--- src/hdl/bsc_pkg.sv ---
// Shared types, constants and helper functions of the barometric compensation block.
package bsc_pkg;

	localparam int DataW    = 64;
	localparam int CfgIdxW  = 3;
	localparam int InDepth  = 4;
	localparam int OutDepth = 2;

	localparam logic [CfgIdxW-1:0] RegTempCalib      = 3'd0;
	localparam logic [CfgIdxW-1:0] RegPressCalibLow  = 3'd1;
	localparam logic [CfgIdxW-1:0] RegPressCalibHigh = 3'd2;
	localparam logic [CfgIdxW-1:0] RegPressCalibLast = 3'd3;

	localparam logic [DataW-1:0] TfineOffset = 64'd128000;
	localparam logic [DataW-1:0] PressFull   = 64'd1048576;
	localparam logic [DataW-1:0] PressScale  = 64'd3125;
	localparam logic [DataW-1:0] OneQ47      = 64'h0000_8000_0000_0000;
	localparam logic [31:0]      TempRound   = 32'd128;

	typedef struct packed {
		logic [19:0] adc_temp;
		logic [19:0] adc_press;
	} in_item_t;

	typedef struct packed {
		logic signed [31:0] temperature_centideg;
		logic [31:0]        pressure_q24_8;
		logic               zero_divisor;
	} out_item_t;

	typedef struct packed {
		logic [47:0] temp_calib;
		logic [63:0] press_low;
		logic [63:0] press_high;
		logic [15:0] press_last;
	} calib_t;

	function automatic logic [31:0] asr32(input logic [31:0] v, input int unsigned s);
		logic signed [31:0] sv;
		sv = $signed(v);
		return 32'(sv >>> s);
	endfunction

	function automatic logic [63:0] asr64(input logic [63:0] v, input int unsigned s);
		logic signed [63:0] sv;
		sv = $signed(v);
		return 64'(sv >>> s);
	endfunction

	function automatic logic [63:0] sext16(input logic [15:0] v);
		return {{48{v[15]}}, v};
	endfunction

endpackage

--- src/hdl/bsc_queue.sv ---
// Small register queue used at the input and at the output of the block.
module bsc_queue import bsc_pkg::*; #(
	parameter type T     = in_item_t,
	parameter int  Depth = InDepth
) (
	input  logic clk,
	input  logic arst_n,
	input  logic push,
	output logic full,
	input  T     wdata,
	input  logic pop,
	output logic empty,
	output T     rdata
);
	localparam int PtrW = (Depth > 1) ? $clog2(Depth) : 1;
	localparam int CntW = $clog2(Depth + 1);

	T                mem_q [Depth];
	logic [PtrW-1:0] wr_q;
	logic [PtrW-1:0] rd_q;
	logic [CntW-1:0] cnt_q;
	logic            do_push;
	logic            do_pop;

	assign full    = (cnt_q == CntW'(Depth));
	assign empty   = (cnt_q == '0);
	assign do_push = push && !full;
	assign do_pop  = pop && !empty;
	assign rdata   = mem_q[rd_q];

	always_ff @(posedge clk) begin
		if (do_push) begin
			mem_q[wr_q] <= wdata;
		end
	end

	always_ff @(posedge clk or negedge arst_n) begin
		if (!arst_n) begin
			wr_q  <= '0;
			rd_q  <= '0;
			cnt_q <= '0;
		end else begin
			if (do_push) begin
				wr_q <= (wr_q == PtrW'(Depth - 1)) ? '0 : wr_q + 1'b1;
			end
			if (do_pop) begin
				rd_q <= (rd_q == PtrW'(Depth - 1)) ? '0 : rd_q + 1'b1;
			end
			case ({do_push, do_pop})
				2'b10: begin
					cnt_q <= cnt_q + 1'b1;
				end
				2'b01: begin
					cnt_q <= cnt_q - 1'b1;
				end
				default: begin
					cnt_q <= cnt_q;
				end
			endcase
		end
	end
endmodule

--- config.mk ---
export PLATFORM = sky130hd
export DESIGN_NAME = bsc_queue
export DESIGN_NICKNAME = d
export VERILOG_FILES = /design/src/hdl/bsc_pkg.sv /design/src/hdl/bsc_queue.sv
export SDC_FILE = /design/constraint.sdc
export NUM_CORES = 1
export LEC_CHECK = 0
export BUFFER_PORTS_ARGS = -buffer_cell sky130_fd_sc_hd__clkbuf_2
export CAP_MARGIN = 5
export CORE_ASPECT_RATIO = 1.5
export CORE_MARGIN = 2
export CORE_UTILIZATION = 35
export CTS_CLUSTER_DIAMETER = 60
export DETAILED_ROUTE_END_ITERATION = 8
export HOLD_SLACK_MARGIN = 0.15
export PLACE_DENSITY = 0.51
export SETUP_SLACK_MARGIN = 0.5
export SYNTH_ARGS = -nofsm -noshare
export SYNTH_HDL_FRONTEND = slang
export SYNTH_SLANG_ARGS = --single-unit
--- constraint.sdc ---
create_clock -name clk -period 2.8 [get_ports clk]
set_input_delay 0.14 -clock clk [delete_from_list [all_inputs] [get_ports clk]]
set_output_delay 0.14 -clock clk [all_outputs]
set_load 0.005 [all_outputs]
# Word level (Yosys, flattened, before mapping)
# Memory sizes are Yosys's and may differ from the RTL's.
# Index checks and enable logic that the tools add are counted.
# W data, S select, Z words.
totals:
  mem_bits_rw: 160
  reg_bits: 7
  out_inout_bits: 42
  input_bits: 44
  memories: 1
op_classes:
  addsub: 4
  muxes: 5
  n_eq_ne: 5
  n_reduce_logical: 6
mem_list:
  columns: ["name", "words", "width", "rd", "rd_clocked_by_memory_dff", "wr", "line_no", "text"]
  rows:
  - ["mem_q", 4, 40, 1, 0, 1, "bsc_queue.sv:18", "T mem_q [Depth];"]
op_table:
  columns: ["cell", "count"]
  rows:
  - ["$eq A2 B2 Y1 const B", 3]
  - ["$pmux W3 S2", 1]
  - ["$add A2 B1 Y2 const B", 2]
  - ["$mux W2", 2]
  - ["$add A3 B1 Y3 const B", 1]
  - ["$eq A3 B3 Y1 const B", 1]
  - ["$logic_not A3 Y1", 1]
  - ["$sub A3 B1 Y3 const B", 1]
  - ["$eq A2 B1 Y1 const B", 1]
  - ["$logic_and A1 B1 Y1", 2]
  - ["$logic_not A1 Y1", 2]
  - ["$mux W1", 2]
  - ["$reduce_bool A2 Y1", 1]

# Longest topological paths before layout
# Gate-level depths: netlist of run 1.
logic_depth:
  depth_word: 5
  mapped_depth: 9

# Worst setup path after synthesis of run 1
# No wires, ideal clock.
synth_path:
  path_type: "flip-flop to flip-flop"
  from: "register cnt_q[2]"
  to: "memory mem_q[0][0] (netlist name), enable pin"
  path_stages_with_launch: 4
  setup_time_ps: 401
  slack_ps: 636
  arrival_ps: 1763
  path_buffers: 0
  path_cell_list: "dfrtp_1 nor3b_2 nor2b_2 and2_1"
synth_between:
  elab_chain_len: 5
synth_lines:
  columns: ["element", "line_no", "text"]
  rows:
  - ["from (decl)", "bsc_queue.sv:21", "logic [CntW-1:0] cnt_q;"]
  - ["from (signal assigned)", "bsc_queue.sv:51", "cnt_q <= cnt_q + 1'b1;"]
  - ["from (signal assigned)", "bsc_queue.sv:54", "cnt_q <= cnt_q - 1'b1;"]
  - ["from (signal assigned)", "bsc_queue.sv:57", "cnt_q <= cnt_q;"]
  - ["$eq A3 B3 Y1", "bsc_queue.sv:25", "assign full = (cnt_q == CntW'(Depth));"]
  - ["named net full", "bsc_queue.sv:9", "output logic full,"]
  - ["$logic_not A1 Y1", "bsc_queue.sv:27", "assign do_push = push && !full;"]
  - ["$logic_and A1 B1 Y1", "bsc_queue.sv:27", null]
  - ["$mux W1", "bsc_queue.sv:32", "if (do_push) begin"]
  - ["$mux W1 (not written as such)", "bsc_queue.sv:33", "mem_q[wr_q] <= wdata;"]
  - ["to (decl)", "bsc_queue.sv:18", null]
# The timed path passes the listed nets, and every way through them passes these cells.

# Worst setup path after layout of run 1
layout_path:
  from: "register cnt_q[2]"
  to: "memory mem_q[0][5] (netlist name), enable pin"
layout_between:
  elab_chain_len: 5
layout_lines:
  columns: ["element", "line_no"]
  rows:
  - ["$eq A3 B3 Y1", "bsc_queue.sv:25"]
  - ["$logic_not A1 Y1", "bsc_queue.sv:27"]
  - ["$logic_and A1 B1 Y1", "bsc_queue.sv:27"]
  - ["$mux W1", "bsc_queue.sv:32"]
  - ["$mux W1 (not written as such)", "bsc_queue.sv:33"]
# Every way passes these cells.

==> results of run 1 <==
cell families (layout without fill, tap and decap cells):
group         count (synthesis)  after routing  synth area share (%)
mux                          45             45                  15.4
simple gates                 11             11                  1.10
fa+ha+maj                     7              7                  1.52
buf+inv                      17            176                  2.25
flops                       167            167                  79.4
xor+xnor                      3              3                 0.419
layer usage:
metal / GRT usage, % / vias up / routed length, um
li1: - / 1343 / -
met1: 14.6 / 1536 / 4670
met2: 23.0 / 57 / 6430
met3: 3.24 / 7 / 352
met4: 4.93 / 0 / 149
met5: 0 / - / 0
state kept, by name (all words and copies together), names as in the netlist:
name and flops:
mem_q 160, cnt_q 3, rd_q 2, wr_q 2
worst max path at each step:
stage,to,slack (ns),from,cells after the start
CTS,rdata[25],0.51,rd_q[0],3
finish,mem_q[0][5],0.70,cnt_q[2],4
global placement,mem_q[1][12],0.71,cnt_q[2],4
floorplan,mem_q[0][0],0.64,cnt_q[2],3
detailed placement,mem_q[0][9],0.66,cnt_q[2],4
global route,mem_q[0][5],0.54,cnt_q[2],4
repair_timing:
| item | in CTS | in global routing |
|---|---|---|
| endpoints found under the setup margin | 40 | 17 |
| hold endpoints to repair | 169 | 0 |
| setup buffers | 1 | 1 |
| hold buffers | 43 | 0 |
metrics by stage:
stage	hold WS [ns]	setup WS, ns	power (W)	area [um2]	util, %
floorplan	-0.156	0.636	0.00496	6270	-
global placement	-0.0167	0.707	0.00573	6970	39.2
detailed placement	-0.00846	0.655	0.00576	6970	39.2
CTS	0.238	0.508	0.00827	8020	45.1
global route	0.247	0.542	0.00858	8050	45.2
finish	0.254	0.703	0.00816	8050	45.2
worst register-to-register path: cells and delay by family (launching register included):
kind | cells | cell delay (ns)
simple gates | 3 | 1.08
flops | 1 | 0.40
buf+inv | 1 | 0.31
power by group through the flow:
stage | Sequential, W | Clock (W) | Combinational, W
after CTS | 0.00360 | 0.00245 | 0.00221
after global routing | 0.00361 | 0.00254 | 0.00243
final | 0.00355 | 0.00239 | 0.00222
after detailed placement | 0.00373 | 0 | 0.00203
after global placement | 0.00371 | 0 | 0.00202
after floorplan | 0.00346 | 0 | 0.00150
cells in the final DEF (no fill, tap or decap), types with 2 or more instances in the layout:
master / count
and2_2: 4
buf_12: 3
buf_4: 8
bufinv_16: 4
clkbuf_16: 17
clkbuf_2: 85
clkinvlp_4: 2
dfrtp_1: 5
dlygate4sd3_1: 43
edfxtp_1: 160
ha_1: 6
inv_1: 7
inv_6: 3
mux2_2: 4
mux4_1: 2
mux4_2: 38
nor2_1: 3
xor2_1: 2
final cells by class:
type / instances / area, um2 / share of cell area, %
clock buffers: 18 / 429 / 5.33
inverters: 7 / 26.3 / 0.326
multi-input cells: 66 / 1160 / 14.4
clock inverters: 11 / 175 / 2.18
flip-flops and latches: 167 / 4980 / 61.9
repair buffers: 140 / 1000 / 12.5
well taps: 217 / 272 / 3.37
==> impl_metrics.py, run 1 <==
metrics = {
    "clock_tree": {
        "cts_made_buffers": 17,
        "clk_latency_ns": 0.42,
        "cts.reportedPaths.clkPinSlew_ns": 0.06,
        "cts_tree": "yes",
        "clockBufferDepth": 2,
        "clkSinkCount": 167,
        "cts_resized": 0,
        "htreeDepth": 4,
        "root_buffer": "clkbuf_16",
    },
    "power_and_ir_drop": {
        "pwr-share-clk_pct": 29.3,
        "swShare_pct": 26.8,
        "p_comb_share_pct": 27.2,
        "p_int_w": 0.00598,
        "pwr-share-seq_pct": 43.5,
        "powerDensity_nw_per_um2": 1010,
        "p_sw_w": 0.00219,
        "peakVddDrop_mv": 0.378,
        "p_leak_nw": 2.86,
    },
    "setup_path": {
        "end_kind": "flip-flop",
        "cp_slowest_cell": "and2_2",
        "crit_family": "simple AND/OR/NAND/NOR gates",
        "cpPeakStageDelay_ns": 0.64,
        "crit-reg2reg-launch": "cnt_q[2]",
        "ff2ff_setup_slack_ns": 0.70,
        "path_buf_inv": 1,
        "critPathLaunchType": "flip-flop",
        "crit_type": "flip-flop to flip-flop",
        "cp.required_ns": 2.91,
        "path_cells": "nor3b_2, nor2b_2, and2_2, buf_4",
        "arrival_ns": 2.21,
        "reg2regPathDepth": 4,
        "reg2reg_to": "mem_q[0][5]",
        "critPathMaxFanout": 23,
    },
    "floorplanning": {
        "fp.coreArea_um2": 17800,
        "die-area_um2": 19000,
        "die_y_um": 168,
        "ios": 86,
        "die_x_um": 113,
        "initial_utilization_pct": 35.3,
        "rows": 60,
    },
    "sta": {
        "finalHoldViolCount": 0,
        "finalMaxSlewViolations": 0,
        "fin_skew_ns": 0.0139,
        "rsz0062_at_grt": "no",
        "fin_crit_sh_pct": 74.9,
        "setup_tns_ns": 0,
        "setup_viol": 0,
        "fmax_mhz": 477,
        "max_slew_margin_pct": 55.6,
        "min_period_ns": 2.10,
        "worstMarginPinSlew_ns": 0.666,
    },
    "final_layout": {
        "layout.nets": 450,
        "nFillCells": 1497,
        "n_antenna_cell": 0,
        "drive_above_1_share_pct": 42.8,
        "fin_cells": 626,
        "syn_to_final_growth_pct": 28.3,
    },
    "logic_synthesis": {
        "synthFlopType": "edfxtp_1",
        "netlist.area_leader.share_pct": 76.6,
        "syn_nets": 301,
        "syn_area_um2": 6270,
        "synth_cells": 250,
        "avgSynthCellArea_um2": 25.1,
        "ys_warn_count": 0,
        "synthTopCellsByCount": "edfxtp_1, mux4_2, dfrtp_1, inv_1, ha_1",
        "yosysTopAreaCell": "edfxtp_1",
        "synth_area_leaders": "edfxtp_1, mux4_2, dfrtp_1",
        "ys_seq_area_share_pct": 79.4,
        "async_flop_share_pct": 4.19,
        "yosysMostFrequentCell": "edfxtp_1",
        "ys_ff_latch": 167,
        "yosysUniqueCellTypes": 21,
        "synth_edf_count": 160,
    },
    "grt": {
        "grt_pass1_vias": 3282,
        "grt_util_all_layers_pct": 12.8,
        "grt_first_pass_wirelength_mm": 18.0,
        "antenna_found_initial": 0,
        "grt_max_degree": 41,
        "overflow": 0,
    },
    "detailed_routing": {
        "vias": 2943,
        "first_pass_iters": 4,
        "wl_per_cell_um": 18.5,
        "drc": 0,
        "ant_nets": 0,
        "routed_via_density": 4.70,
        "drtIter0Drc": 132,
        "wl_mm": 11.6,
    },
    "place": {
        "portBuffers": 85,
        "routabilityCongestion": 0.692,
        "dp_hpwl_mm": 7.05,
        "placed_cells": 552,
    },
    "job": {
        "cap_violations": 0,
    },
    "worst_hold_path": {
        "min_path_type": "input pin to flip-flop",
        "min_from": "push",
        "worstHoldEndpoint": "wr_q[1]",
        "hold_path_depth": 3,
    },
    "run_status": {
        "status": "completed",
    },
}
No activity file was read; power rests on OpenSTA's default activity.
==> inputs of run 2 (changes only) <==
ABC_AREA = 1   (was not set)
PLACE_DENSITY = 0.52   (was 0.51)
clock period = 1.9 ns   (was 2.8 ns; I/O delays follow)
==> run 2 against run 1 <==
  * Register-to-register slack worse by 0.49 ns
  * Total power up 94%
  * Via count up 59%
  * Largest cell class unchanged
==> impl_metrics.py, run 2 <==
metrics = {
    "run_status": {
        "status": "completed",
    },
    "logic_synthesis": {
        "avgSynthCellArea_um2": 13.5,
        "yosysMostFrequentCell": "edfxtp_1",
        "synth_cells": 528,
        "ys_ff_latch": 167,
        "synth_xor_area_share_pct": 0.123,
        "synthFlopType": "edfxtp_1",
        "synth_top_family_by_area": "compound AO/OA/AOI/OAI gates",
        "synthSimpleGateAreaFrac_pct": 9.09,
        "synth_edf_count": 160,
        "syn_nets": 579,
        "ys_warn_count": 0,
        "synthTopCellsByCount": "edfxtp_1, nand2_1, inv_1, o211ai_1, o211ai_2",
        "yosysTopAreaCell": "edfxtp_1",
        "syn_area_um2": 7100,
        "muxShareOfSynthArea_pct": 0,
        "synth_compound_area_share_pct": 11.3,
        "ys_seq_area_share_pct": 70.1,
        "synth_area_leaders": "edfxtp_1, o211ai_2, nand2_1",
        "synth_fa_ha_area_share_pct": 1.34,
        "netlist.area_leader.share_pct": 67.6,
        "yosysUniqueCellTypes": 19,
        "async_flop_share_pct": 4.19,
    },
    "sta": {
        "finalMaxSlewViolations": 0,
        "fin_skew_ns": 0.00810,
        "rsz0062_at_grt": "yes",
        "max_slew_margin_pct": 75.8,
        "min_period_ns": 1.81,
        "finalHoldViolCount": 0,
        "fmax_mhz": 552,
        "setup_tns_ns": 0,
        "worstMarginPinSlew_ns": 0.361,
        "setup_viol": 0,
        "fin_crit_sh_pct": 95.3,
        "whs_ns": 0.161,
    },
    "floorplanning": {
        "fp.coreArea_um2": 19900,
        "ios": 86,
        "die_x_um": 120,
        "die-area_um2": 21500,
        "die_y_um": 178,
        "initial_utilization_pct": 35.8,
        "rows": 63,
    },
    "setup_path": {
        "critPathMaxFanout": 23,
        "arrival_ns": 1.72,
        "cp.required_ns": 1.80,
        "critPathLaunch": "rd_q[0]",
        "crit-reg2reg-launch": "cnt_q[2]",
        "end_kind": "primary output",
        "crit_type": "flip-flop to primary output",
        "critPathLaunchType": "flip-flop",
    },
    "detailed_routing": {
        "drtIter0Drc": 154,
        "routed_via_density": 4.59,
        "drc": 0,
        "wl_mm": 17.7,
        "vias": 4684,
        "wl_per_cell_um": 17.4,
        "first_pass_iters": 4,
        "ant_nets": 0,
    },
    "place": {
        "placed_cells": 861,
        "portBuffers": 85,
        "dp_hpwl_mm": 8.82,
        "routabilityCongestion": 0.759,
    },
    "final_layout": {
        "drive_above_1_share_pct": 41.6,
        "n_antenna_cell": 0,
        "regMostFlops": "mem_q",
        "reg.largest.list": "mem_q: 160 flops, cnt_q: 3 flops",
        "mostFrequentLayoutCells": "edfxtp_1, nand2_1, clkbuf_2",
        "syn_to_final_growth_pct": 47.9,
        "fin_cells": 1020,
        "layout.nets": 798,
        "nFillCells": 1675,
        "largest_reg_flops": 160,
        "layout_commonest_cell": "edfxtp_1",
        "final_core_util_pct": 52.9,
    },
    "grt": {
        "grt_pass1_vias": 4767,
        "overflow": 0,
        "grt_util_all_layers_pct": 17.1,
        "grt_max_degree": 37,
        "grt_first_pass_wirelength_mm": 26.9,
        "antenna_found_initial": 0,
    },
    "job": {
        "cap_violations": 0,
    },
    "clock_tree": {
        "clockBufferDepth": 2,
        "cts.reportedPaths.clkPinSlew_ns": 0.07,
        "htreeDepth": 4,
        "cts_tree": "yes",
        "cts_made_buffers": 17,
        "root_buffer": "clkbuf_16",
        "clkSinkCount": 167,
        "clk_latency_ns": 0.43,
    },
    "power_and_ir_drop": {
        "powerDensity_nw_per_um2": 1500,
        "peakVddDrop_mv": 0.840,
        "p_leak_nw": 4.31,
    },
    "worst_hold_path": {
        "min_from": "push",
        "min_path_type": "input pin to flip-flop",
    },
}
[run 2: cell count changes after synthesis, moves of 30 or more]
cell,change
nand2_1,+105
o211ai_1,+40
nand2_2,+30
o211ai_2,+40
mux4_2,-38
inv_1,+86
[run 2: cell type report]
type | count | area [um2] | area share (%)
Multi-Input combinational cell | 238 | 1690 | 16.1
Clock inverter | 15 | 190 | 1.81
Sequential cell | 167 | 4990 | 47.5
Timing Repair Buffer | 227 | 2530 | 24.1
Tap cell | 260 | 325 | 3.10
Clock buffer | 17 | 425 | 4.05
Inverter | 96 | 363 | 3.45
[run 2: what timing repair did]
item	CTS	global route
pin swaps	6	42
hold buffers	44	0
setup endpoints to repair	197	205
gates resized for setup	50	30
endpoints found under the hold margin	171	0
buffers inserted	45	14
cloned	22	2
[run 2: cells by family after synthesis]
logic type	after synthesis
compound gates	81
xor+xnor	1
fa+ha+maj	7
buf+inv	123
flops	167
simple gates	149
[run 2: worst paths after layout]
kind / end / cells past startpoint / slack (ns)
min in group asynchronous: cnt_q[0] / 3 / 0.63
worst max-delay path: rdata[39] / 6 / 0.09
worst min-delay path: cnt_q[0] / 4 / 0.16
worst max register to register: mem_q[3][23] / 8 / 0.21
max in group asynchronous: rd_q[0] / 3 / 0.98
worst min register to register: cnt_q[0] / 2 / 0.58
[run 2: power breakdown]
group	switching, W	leakage (nW)	internal, W
clock network	0.00148	0.301	0.00210
logic	0.00357	2.46	0.00354
registers	0.000268	1.55	0.00485
total	0.00531	4.31	0.0105
[run 2: per-layer routing]
layer	share of wire (%)	vias to the layer above	track usage, %
met5	0	-	0
li1	-	2274	-
met4	2.3	0	7.80
met2	55	87	30.4
met3	3.3	20	3.61
met1	39	2303	19.8
[run 2: through the flow]
step | power, W | worst slack [ns] | instance area, um2
2_1_floorplan | 0.00827 | 0.233 | 7180
3_3_place_gp | 0.00991 | 0.262 | 7970
3_5_place_dp | 0.0100 | 0.201 | 7970
4_1_cts | 0.0155 | 0.119 | 10200
5_1_grt | 0.0167 | 0.0153 | 10500
6_report | 0.0158 | 0.0891 | 10500
[run 2: worst max-delay path, stage by stage, from the launching register on]
cell and delay, ns:
dfrtp_4 0.53, buf_12 0.16, buf_12 0.15, nand2_1 0.09, o211ai_1 0.09, nand2_1 0.13, clkbuf_2 0.13
